--- src/rtl/dbcs_fifo.sv ---
// Small register-based FIFO with an occupancy count.
// Depends on nothing.
`timescale 1ns / 1ps

module dbcs_fifo #(
   parameter int WIDTH = 34,
   parameter int DEPTH = 4,
   localparam int PTR_BITS   = (DEPTH > 1) ? $clog2(DEPTH) : 1,
   localparam int COUNT_BITS = $clog2(DEPTH) + 1
) (
   input  logic                  clock,
   input  logic                  reset,
   input  logic                  push,
   input  logic [WIDTH-1:0]      push_data,
   input  logic                  pop,
   output logic [WIDTH-1:0]      pop_data,
   output logic [COUNT_BITS-1:0] count,
   output logic                  not_empty
);

   logic [WIDTH-1:0]      entries_ff [DEPTH];
   logic [PTR_BITS-1:0]   head_ff, head_in;
   logic [PTR_BITS-1:0]   tail_ff, tail_in;
   logic [COUNT_BITS-1:0] count_ff, count_in;

   always_comb begin
      head_in  = head_ff;
      tail_in  = tail_ff;
      count_in = count_ff;
      if (pop) begin
         head_in = (head_ff == PTR_BITS'(DEPTH - 1)) ? '0 : head_ff + 1'b1;
      end
      if (push) begin
         tail_in = (tail_ff == PTR_BITS'(DEPTH - 1)) ? '0 : tail_ff + 1'b1;
      end
      if (push && !pop) begin
         count_in = count_ff + 1'b1;
      end else if (pop && !push) begin
         count_in = count_ff - 1'b1;
      end
   end

   always_ff @(posedge clock) begin
      if (reset) begin
         head_ff  <= '0;
         tail_ff  <= '0;
         count_ff <= '0;
      end else begin
         head_ff  <= head_in;
         tail_ff  <= tail_in;
         count_ff <= count_in;
      end
   end

   always_ff @(posedge clock) begin
      if (push) begin
         entries_ff[tail_ff] <= push_data;
      end
   end

   assign pop_data  = entries_ff[head_ff];
   assign count     = count_ff;
   assign not_empty = (count_ff != '0);

endmodule

--- config.mk ---
export PLATFORM = sky130hd
export DESIGN_NAME = dbcs_fifo
export DESIGN_NICKNAME = d
export VERILOG_FILES = /design/src/rtl/dbcs_fifo.sv
export SDC_FILE = /design/constraint.sdc
export NUM_CORES = 1
export LEC_CHECK = 0
export BUFFER_PORTS_ARGS = -buffer_cell sky130_fd_sc_hd__clkbuf_2
export CORE_MARGIN = 2
export CORE_UTILIZATION = 51
export CTS_CLUSTER_SIZE = 20
export DETAILED_ROUTE_END_ITERATION = 7
export PLACE_DENSITY_LB_ADDON = 0.15
export SLEW_MARGIN = 15
export SYNTH_ARGS = -nofsm -noshare
export SYNTH_HDL_FRONTEND = slang
export SYNTH_SLANG_ARGS = --single-unit
--- constraint.sdc ---
create_clock -name clock -period 1.6 [get_ports clock]
set_input_delay 0.24 -clock clock [delete_from_list [all_inputs] [get_ports clock]]
set_output_delay 0.24 -clock clock [all_outputs]
set_load 0.1 [all_outputs]
==> results.tsv <==
metric	value	unit
min_path_cells	4	
period_needed	2070	ps
async_flop_share	0	
cts_buffers	17	
crit_buf_inv	2	
fp.dieH	107	um
die_area	0.0114	sq mm
synthTopCellsByArea	edfxtp_1 (76%), mux4_2 (13%), dfxtp_1 (3.3%)	
antenna_found_initial	0	
critPathMaxFanout	15	
grt_pass1_wl	15100	um
peakVddDrop	0.00106	V
clock_latency	500	ps
clkTransAtPathRegs	60	ps
use_met1	0.218	
arrival	1830	ps
required	1360	ps
drive_gt1_frac	0.435	
rows	37	
routed_wl	9610	um
vias_per_cell	5.15	
cts_root_buf	clkbuf_8	
worstHoldStart	push	
synth_edf_count	136	
hpwl	5920	um
startpoint_type	register	
status	complete, but fails checks	
path_cells	buf_12, mux4_2, buf_12	
seq_area	0.00427	sq mm
r2r_end	count[2]	
ant_nets	0	
vias	2634	
reg2reg_from	count[0]	
leakagePower	2.69	nW
htree_levels	4	
initialDrtViolationCount	96	
synth_seq_cells	145	
synth_top_area_frac	0.757	
path_common_cell	buf_12	
dpl-instance-area	0.00662	sq mm
maxSlewViolCount	0	
cts_buffer_depth	2	
drt_pre_antenna_iters	5	
fmax	483	MHz
grt_overflow	0	
use_met2	0.317	
io_pins	76	
syn_area	0.00539	sq mm
violations	setup timing	
grt_pass1_vias	2925	
synth_most_common_cell	edfxtp_1	
dp_cells	443	
slowest_delay	570	ps
fin_skew	7.84	ps
drc_errors	0	
design.core.area	0.0103	sq mm
avgSynthCellArea	24.3	sq um
path_class	reg2out	
synthCells	222	
r2r_cells	5	
gp_routability_congestion	0.685	
cp-end-kind	primary output	
ys_warn_count	0	
grt_usage	0.185	
rrSetupSlack	50	ps
clock-sinks	145	
rsz0062_at_grt	yes	
relSlewSlack	0.637	
multi_input_area	0.00102	sq mm
fillers	630	
syn_nets	267	
cp.depth	3	
ys_types	19	
powerDensity	1340	mW/mm^2
grt.busiest_layer	met2	
slowest_stage	mux4_2	
drv_cap	0	
min_path_type	in2reg	
die_w	107	um
io_buffers	75	
hold_end	tail_ff[1]	
final_area	0.00755	sq mm
antenna_cells	0	
synthToLayoutAreaGrowth	40.0	%
cts_tree	yes	
finalCritPeriodShare	1.30	
final_cells	511	
seq_area_frac_synth	0.791	
synth_top_area_cell	edfxtp_1	
final_nets	409	
report.final.setup_viol	35	
wl_per_cell	18.8	um
path_delay_family	multiplexers	
globalRouteMet3Util	0.0626	
fin_ws	-472	ps
worst_pin_slew	547	ps
start_util	0.525	
hold_viol	0	
grt_max_degree	19	
synth_top_cells_by_count	edfxtp_1 (136), mux4_2 (30), dfxtp_1 (9), ha_1 (6), nor2_1 (6)	
synth_ff_type	edfxtp_1	
==> how the worst max path moves through the flow <==
stage | endpoint | slack [ps]
after floorplan | not_empty | -170
after CTS | pop_data[18] | -520
after global placement | count[2] | -6
after detailed placement | count[2] | -60
after global routing | pop_data[22] | -560
final | pop_data[22] | -470
==> logic make-up after synthesis <==
family,count (synthesis),synth area share
compound gates,4,0.00371
xor+xnor,2,0.00325
fa+ha+maj,7,0.0176
buf+inv,13,0.0202
flops,145,0.791
mux,37,0.150
simple gates,14,0.0139
==> what timing repair did <==
item,in CTS,in global routing
hold buffers,34,1
pin swaps,0,2
gates resized for setup,5,4
hold endpoints to repair,136,1
setup endpoints to repair,35,37
buffers inserted,3,0
==> registers in the layout (all words and copies together), names as in the netlist, named ones only <==
signal / cells
count: 3
entries_ff: 136
tail_ff: 2
head_ff: 2
==> placed cells by master, fill, tap and decap left out, drive strengths merged, types with 3 or more instances in the layout <==
cell / count
a21oi: 3
and2: 4
buf: 55
clkbuf: 62
clkinv: 6
dfxtp: 9
dlygate4sd3: 35
edfxtp: 136
ha: 6
inv: 5
mux2i: 3
mux4: 34
nor2: 6
==> where the power goes <==
part	internal [mW]	switching, mW
Sequential	4.32	0.0537
Combinational	0.845	1.41
Clock	2.17	1.31
==> metal layers <==
| metal | vias up | routed length (um) | share of wire |
|---|---|---|---|
| met3 | 7 | 466 | 0.048 |
| met4 | 0 | 63 | 0.0066 |
| li1 | 1208 | - | - |
| met5 | - | 0 | 0 |
| met1 | 1343 | 3840 | 0.40 |
| met2 | 76 | 5240 | 0.55 |
==> final cells by class <==
cell class | count | share of cell area
clock inverter | 9 | 0.0123
clock buffer | 21 | 0.0569
inverter | 5 | 0.00249
sequential | 145 | 0.566
multi-input combinational | 64 | 0.135
timing repair buffer | 131 | 0.204
tap | 136 | 0.0226
==> through the flow <==
| step | utilization | power, mW | worst slack (ps) | hold slack (ps) | TNS, ps |
|---|---|---|---|---|---|
| after floorplan | - | 5.83 | -168 | 303 | -370 |
| after global placement | 0.644 | 6.56 | -6.47 | 456 | -6.47 |
| after detailed placement | 0.644 | 6.58 | -63.6 | 459 | -63.6 |
| after CTS | 0.732 | 10.2 | -519 | 0.795 | -16820 |
| after global routing | 0.734 | 10.4 | -560 | 188 | -18370 |
| final | 0.734 | 10.1 | -472 | 169 | -15340 |
==> worst min-delay path, delay by kind of cell <==
kind / cells / cell delay [ps]
buffers and inverters: 2 / 240
muxes: 1 / 70
and+or+nand+nor: 1 / 80
(Power assumes the default switching activity.)
