### src/rtl/dbcs_pkg.sv
// Shared types and constants for the double-byte character set decoder.
// Used by the front end, back end, top level and checker; depends on nothing.
`timescale 1ns / 1ps

package dbcs_pkg;

   typedef enum logic [2:0] {
      REQ_DECODE         = 3'd0,
      REQ_WRITE_MAIN     = 3'd1,
      REQ_WRITE_FALLBACK = 3'd2,
      REQ_WRITE_LEAD     = 3'd3,
      REQ_FLUSH          = 3'd4
   } req_code_type;

   typedef enum logic [1:0] {
      STATUS_UNIT       = 2'd0,
      STATUS_UNASSIGNED = 2'd1,
      STATUS_TRUNCATED  = 2'd2
   } status_type;

   typedef enum logic [1:0] {
      OP_LOOKUP         = 2'd0,
      OP_WRITE_MAIN     = 2'd1,
      OP_WRITE_FALLBACK = 2'd2,
      OP_TRUNCATE       = 2'd3
   } op_type;

   typedef enum logic {
      CSR_USE_FALLBACK     = 1'b0,
      CSR_FALLBACK_PRESENT = 1'b1
   } csr_index_type;

   typedef struct packed {
      logic [2:0]  req_type;
      logic [7:0]  data_byte;
      logic [15:0] table_index;
      logic [15:0] table_value;
      logic        lead_flag;
   } req_word_type;

   typedef struct packed {
      logic [1:0]  status;
      logic [15:0] code_unit;
      logic [15:0] bad_bytes;
      logic [1:0]  bad_length;
   } rsp_word_type;

   typedef struct packed {
      op_type      op;
      logic [15:0] key;
      logic [15:0] value;
   } work_type;

   typedef struct packed {
      logic use_fallback;
      logic fallback_present;
   } csr_type;

   localparam logic [15:0] MISSING_UNIT = 16'hFFFD;

   localparam int QUEUE_DEPTH      = 4;
   localparam int QUEUE_COUNT_BITS = $clog2(QUEUE_DEPTH) + 1;
   localparam int OUT_DEPTH        = 4;
   localparam int OUT_COUNT_BITS   = $clog2(OUT_DEPTH) + 1;

endpackage

### src/rtl/dbcs_ram.sv
// Generic single-write, single-read RAM with a registered read port.
// Depends on nothing.
`timescale 1ns / 1ps

module dbcs_ram #(
   parameter int WIDTH = 16,
   parameter int DEPTH = 256,
   localparam int ADDR_BITS = $clog2(DEPTH)
) (
   input  logic                 clock,
   input  logic                 wr_en,
   input  logic [ADDR_BITS-1:0] wr_addr,
   input  logic [WIDTH-1:0]     wr_data,
   input  logic                 rd_en,
   input  logic [ADDR_BITS-1:0] rd_addr,
   output logic [WIDTH-1:0]     rd_data
);

   logic [WIDTH-1:0] mem_ff [DEPTH];
   logic [WIDTH-1:0] rd_data_ff;

   always_ff @(posedge clock) begin
      if (wr_en) begin
         mem_ff[wr_addr] <= wr_data;
      end
      if (rd_en) begin
         rd_data_ff <= mem_ff[rd_addr];
      end
   end

   assign rd_data = rd_data_ff;

endmodule

### src/rtl/dbcs_front.sv
// Front end: accepts request words, looks up the lead-byte flags and tracks the
// pending lead. Depends on dbcs_pkg and dbcs_ram.
`timescale 1ns / 1ps

module dbcs_front (
   input  logic                                  clock,
   input  logic                                  reset,
   input  logic                                  req_valid,
   output logic                                  req_ready,
   input  dbcs_pkg::req_word_type                req_data,
   input  logic [dbcs_pkg::QUEUE_COUNT_BITS-1:0] queue_count,
   output logic                                  push,
   output dbcs_pkg::work_type                    push_data
);

   localparam int SUM_BITS = dbcs_pkg::QUEUE_COUNT_BITS + 1;

   logic                   accept;
   logic                   flag_rd;
   logic [SUM_BITS-1:0]    room_sum;
   logic                   a_valid_ff;
   dbcs_pkg::req_word_type a_req_ff;
   logic [7:0]             pending_lead_ff, pending_lead_in;
   logic                   push_in;
   dbcs_pkg::work_type     work_in;

   assign room_sum  = SUM_BITS'(queue_count) + SUM_BITS'(a_valid_ff);
   assign req_ready = (room_sum < SUM_BITS'(dbcs_pkg::QUEUE_DEPTH));
   assign accept    = req_valid && req_ready;

   dbcs_ram #(
      .WIDTH (1),
      .DEPTH (256)
   ) u_lead_flags (
      .clock   (clock),
      .wr_en   (accept && (req_data.req_type == dbcs_pkg::REQ_WRITE_LEAD)),
      .wr_addr (req_data.table_index[7:0]),
      .wr_data (req_data.lead_flag),
      .rd_en   (accept && (req_data.req_type == dbcs_pkg::REQ_DECODE)),
      .rd_addr (req_data.data_byte),
      .rd_data (flag_rd)
   );

   always_comb begin
      push_in         = 1'b0;
      work_in         = '0;
      pending_lead_in = pending_lead_ff;
      if (a_valid_ff) begin
         unique case (a_req_ff.req_type)
            dbcs_pkg::REQ_DECODE: begin
               if (flag_rd && (pending_lead_ff == 8'd0)) begin
                  pending_lead_in = a_req_ff.data_byte;
               end else begin
                  push_in         = 1'b1;
                  work_in.op      = dbcs_pkg::OP_LOOKUP;
                  work_in.key     = {pending_lead_ff, a_req_ff.data_byte};
                  pending_lead_in = 8'd0;
               end
            end
            dbcs_pkg::REQ_WRITE_MAIN: begin
               push_in       = 1'b1;
               work_in.op    = dbcs_pkg::OP_WRITE_MAIN;
               work_in.key   = a_req_ff.table_index;
               work_in.value = a_req_ff.table_value;
            end
            dbcs_pkg::REQ_WRITE_FALLBACK: begin
               push_in       = 1'b1;
               work_in.op    = dbcs_pkg::OP_WRITE_FALLBACK;
               work_in.key   = a_req_ff.table_index;
               work_in.value = a_req_ff.table_value;
            end
            dbcs_pkg::REQ_WRITE_LEAD: begin
               push_in = 1'b0;
            end
            dbcs_pkg::REQ_FLUSH: begin
               if (pending_lead_ff != 8'd0) begin
                  push_in         = 1'b1;
                  work_in.op      = dbcs_pkg::OP_TRUNCATE;
                  pending_lead_in = 8'd0;
               end
            end
            default: begin
               push_in = 1'b0;
            end
         endcase
      end
   end

   always_ff @(posedge clock) begin
      if (reset) begin
         a_valid_ff      <= 1'b0;
         pending_lead_ff <= 8'd0;
      end else begin
         a_valid_ff      <= accept;
         pending_lead_ff <= pending_lead_in;
      end
   end

   always_ff @(posedge clock) begin
      if (accept) begin
         a_req_ff <= req_data;
      end
   end

   assign push      = push_in;
   assign push_data = work_in;

endmodule

### config.mk
export PLATFORM = sky130hd
export DESIGN_NAME = dbcs_front
export DESIGN_NICKNAME = d
export VERILOG_FILES = /design/src/rtl/dbcs_pkg.sv /design/src/rtl/dbcs_ram.sv /design/src/rtl/dbcs_front.sv
export SDC_FILE = /design/constraint.sdc
export NUM_CORES = 1
export LEC_CHECK = 0
export BUFFER_PORTS_ARGS = -buffer_cell sky130_fd_sc_hd__buf_2
export CAP_MARGIN = 20
export CORE_ASPECT_RATIO = 1.75
export CORE_MARGIN = 2
export CORE_UTILIZATION = 60
export DETAILED_ROUTE_END_ITERATION = 8
export PLACE_DENSITY = 0.77
export SYNTH_ARGS = -nofsm -noshare
export SYNTH_HDL_FRONTEND = slang
export SYNTH_SLANG_ARGS = --single-unit
### constraint.sdc
create_clock -name clock -period 5.58 [get_ports clock]
set_clock_uncertainty 0.1 [all_clocks]
set_input_delay 0.279 -clock clock [delete_from_list [all_inputs] [get_ports clock]]
set_output_delay 0.279 -clock clock [all_outputs]
set_load 0.05 [all_outputs]
==> flow_metrics.py <==
metrics = {
    "placed_design": {
        "hpwl_um": 18400,
        "gp_congestion": 0.791,
        "port_buffers": 85,
        "dp_slack_ns": 2.27,
    },
    "route": {
        "drt_iter0_drc": 651,
        "via_per_inst": 6.17,
        "vias": 8313,
        "postRouteWirelength_um": 30500,
        "drc_errors": 0,
        "drtPass1Iterations": 5,
        "wire_per_inst_um": 22.7,
        "postRouteAntennaNets": 0,
    },
    "synth": {
        "synth_area_leaders": "edfxtp_1 68%, nor2_1 8.3%, mux4_2 7.1%, mux2i_1 4.3%, a22oi_1 1.5%",
        "netlist_area_sq_mm": 0.0133,
        "synth-seq-area-share": 0.689,
        "yosys_warnings": 0,
        "yosysMostFrequentCell": "edfxtp_1",
        "synthArstFlopShare": 0,
        "netlist.top_cell.by_area": "edfxtp_1",
        "synth_edf_count": 300,
        "ys_types": 54,
        "ys_seq_elements": 309,
        "synth_top_area_share": 0.675,
        "synthFlopType": "edfxtp_1",
        "synth_nets": 997,
        "netlist_top_cells_count": "300 x edfxtp_1, 296 x nor2_1, 57 x mux2i_1",
        "syn_area_per_cell_sq_um": 14.1,
        "postSynthCellCount": 947,
    },
    "clock_network": {
        "cts_max_path_buffers": 3,
        "cts_buffers": 25,
        "cts.sinks": 309,
        "clk_latency_ns": 0.51,
        "clk_pin_slew_worst_paths_ns": 0.07,
        "clockRootBuffer": "clkbuf_16",
        "cts_setup_buffers": 0,
        "cts_tree": "yes",
        "cts_resized": 0,
        "h-tree-depth": 1,
        "postCtsHoldBufs": 37,
    },
    "grt": {
        "antenna_found_initial": 0,
        "grt_pass1_wl_um": 46300,
        "grtUsageTotal": 0.265,
        "grt_pass1_vias": 8483,
        "grt-ovfl-total": 0,
        "grt_max_degree": 142,
    },
    "critical_path": {
        "worstSetupStartpoint": "a_valid_ff",
        "cp-end-kind": "flip-flop",
        "critPathMaxStageDelay_ns": 0.57,
        "regToRegSetupSlack_ns": 2.45,
        "crit_path_cell_trace": "a31oi_2 -> nand2_1 -> or3_1 -> nor3b_2 -> nand3_1 -> nor2_1",
        "startpoint_type": "flip-flop",
        "r2r_start": "a_valid_ff",
        "worstSetupPathType": "reg -> reg",
        "path_max_fanout": 23,
        "worst_ep_arrival_time_ns": 3.23,
        "slowest_stage": "nand3_1",
        "crit_buf_inv": 0,
        "r2r-end": "u_lead_flags.mem_ff[124]",
        "required_ns": 5.69,
        "rr_worst_depth": 6,
        "cp_top_family": "simple AND/OR/NAND/NOR gates",
    },
    "timing": {
        "fmax_mhz": 320,
        "slew-limit-headroom": 0.284,
        "setup-tns-final_ns": 0,
        "rsz0062_at_grt": "false",
        "setup_viol": 0,
        "drv_slew": 0,
        "finalCriticalPeriod_ns": 3.13,
        "worst_slew_pin_slew_ns": 1.07,
        "timing.hold.ws_ns": 0.0460,
        "setup_ws_ns": 2.45,
        "hold_viol": 0,
        "fin_crit_sh": 0.560,
    },
    "die": {
        "die_w_um": 117,
        "core_area_sq_mm": 0.0220,
        "die_h_um": 201,
        "die-area_sq_mm": 0.0235,
        "rows": 72,
        "initial_core_util": 0.607,
        "ios": 86,
    },
    "hold_path": {
        "min_path_type": "in -> reg",
        "hold-path-endpoint": "a_valid_ff",
        "hp-start": "req_valid",
        "worstHoldPathCells": 3,
    },
    "pwr": {
        "p_total_mw": 4.54,
        "power_leakage_nw": 4.90,
        "power.density_mw_per_mm2": 302,
        "peakVddDrop_v": 0.000188,
    },
    "status": {
        "outcome": "completed",
    },
    "cells_and_area": {
        "layout-drive-gt1-share": 0.176,
        "area_growth_pct": 12.6,
        "num-nets-final": 1084,
        "antenna_cells": 0,
    },
    "job": {
        "cap_viol_max_count": 0,
    },
}
## state kept, by name, indices dropped and copies added, names as in the netlist
name and cells:
pending_lead_ff 8, a_valid_ff 1, u_lead_flags.rd_data 1, a_req_ff 43, u_lead_flags.mem_ff 256
## layout make-up
class	count	area [sq um]
flip-flops and latches	309	9190
inverters	2	7.51
clock buffers	29	671
well taps	296	370
multi-input cells	567	3800
repair buffers	129	863
clock inverters	15	125
fillers	1484	6960
## layout by cell type, fill, tap and decap left out, types with 3 or more instances in the layout
cell type / count
clkinvlp_4: 3
a22oi_1: 27
and2_1: 3
mux2i_1: 57
mux4_2: 42
nor3_1: 4
edfxtp_1: 300
o2111ai_1: 3
mux2_2: 3
dlygate4sd3_1: 37
buf_4: 8
buf_2: 82
dfxtp_1: 9
o22ai_1: 15
clkbuf_16: 25
clkbuf_8: 3
clkinv_2: 4
nand2_1: 24
nor2_1: 295
clkinv_1: 6
nor4_1: 3
a2111oi_0: 3
nor2b_1: 8
nand2_2: 3
nand3_1: 11
o22a_1: 6
and3_1: 17
o21ai_0: 6
nand3b_1: 3
## worst register-to-register path: cells and delay by family (launching register included)
family	cells	cell delay [ns]
simple gates	5	1.90
flops	1	0.56
compound gates	1	0.27
## cell families after synthesis
logic type,share of synthesized area
AOI/OAI and AO/OA,0.0449
xor gates and xnor gates,0.000657
buffers and inverters,0.0265
DFF,0.689
muxes,0.116
and+or+nand+nor,0.123
## report_power, final
part	switching [mW]	total (mW)	leakage, nW	internal (mW)
Clock	0.757	1.71	0.385	0.950
Combinational	0.167	0.266	1.73	0.0994
Sequential	0.00815	2.57	2.78	2.56
Total	0.932	4.54	4.90	3.61
## per-stage QoR
stage | cells | instance area (sq um) | utilization
after floorplan | 947 | 13300 | -
after global placement | 1265 | 13800 | 0.630
after detailed placement | 1265 | 13800 | 0.630
after CTS | 1346 | 15000 | 0.683
after global routing | 1347 | 15000 | 0.684
final | 1347 | 15000 | 0.684
## how the worst max path moves through the flow
stage                                          end  cells after the start
after detailed placement      u_lead_flags.rd_data                      7
after floorplan           u_lead_flags.mem_ff[191]                      7
final                     u_lead_flags.mem_ff[124]                      6
after global routing      u_lead_flags.mem_ff[120]                      6
after CTS                            push_data[29]                      5
after global placement        u_lead_flags.rd_data                      7
## routing by layer
layer,part of all wire,global-route usage
met2,0.53,0.474
met3,0.064,0.0416
met4,0.043,0.117
met1,0.36,0.308
met5,0,0
Note: power is estimated with default switching activity, not from simulation.
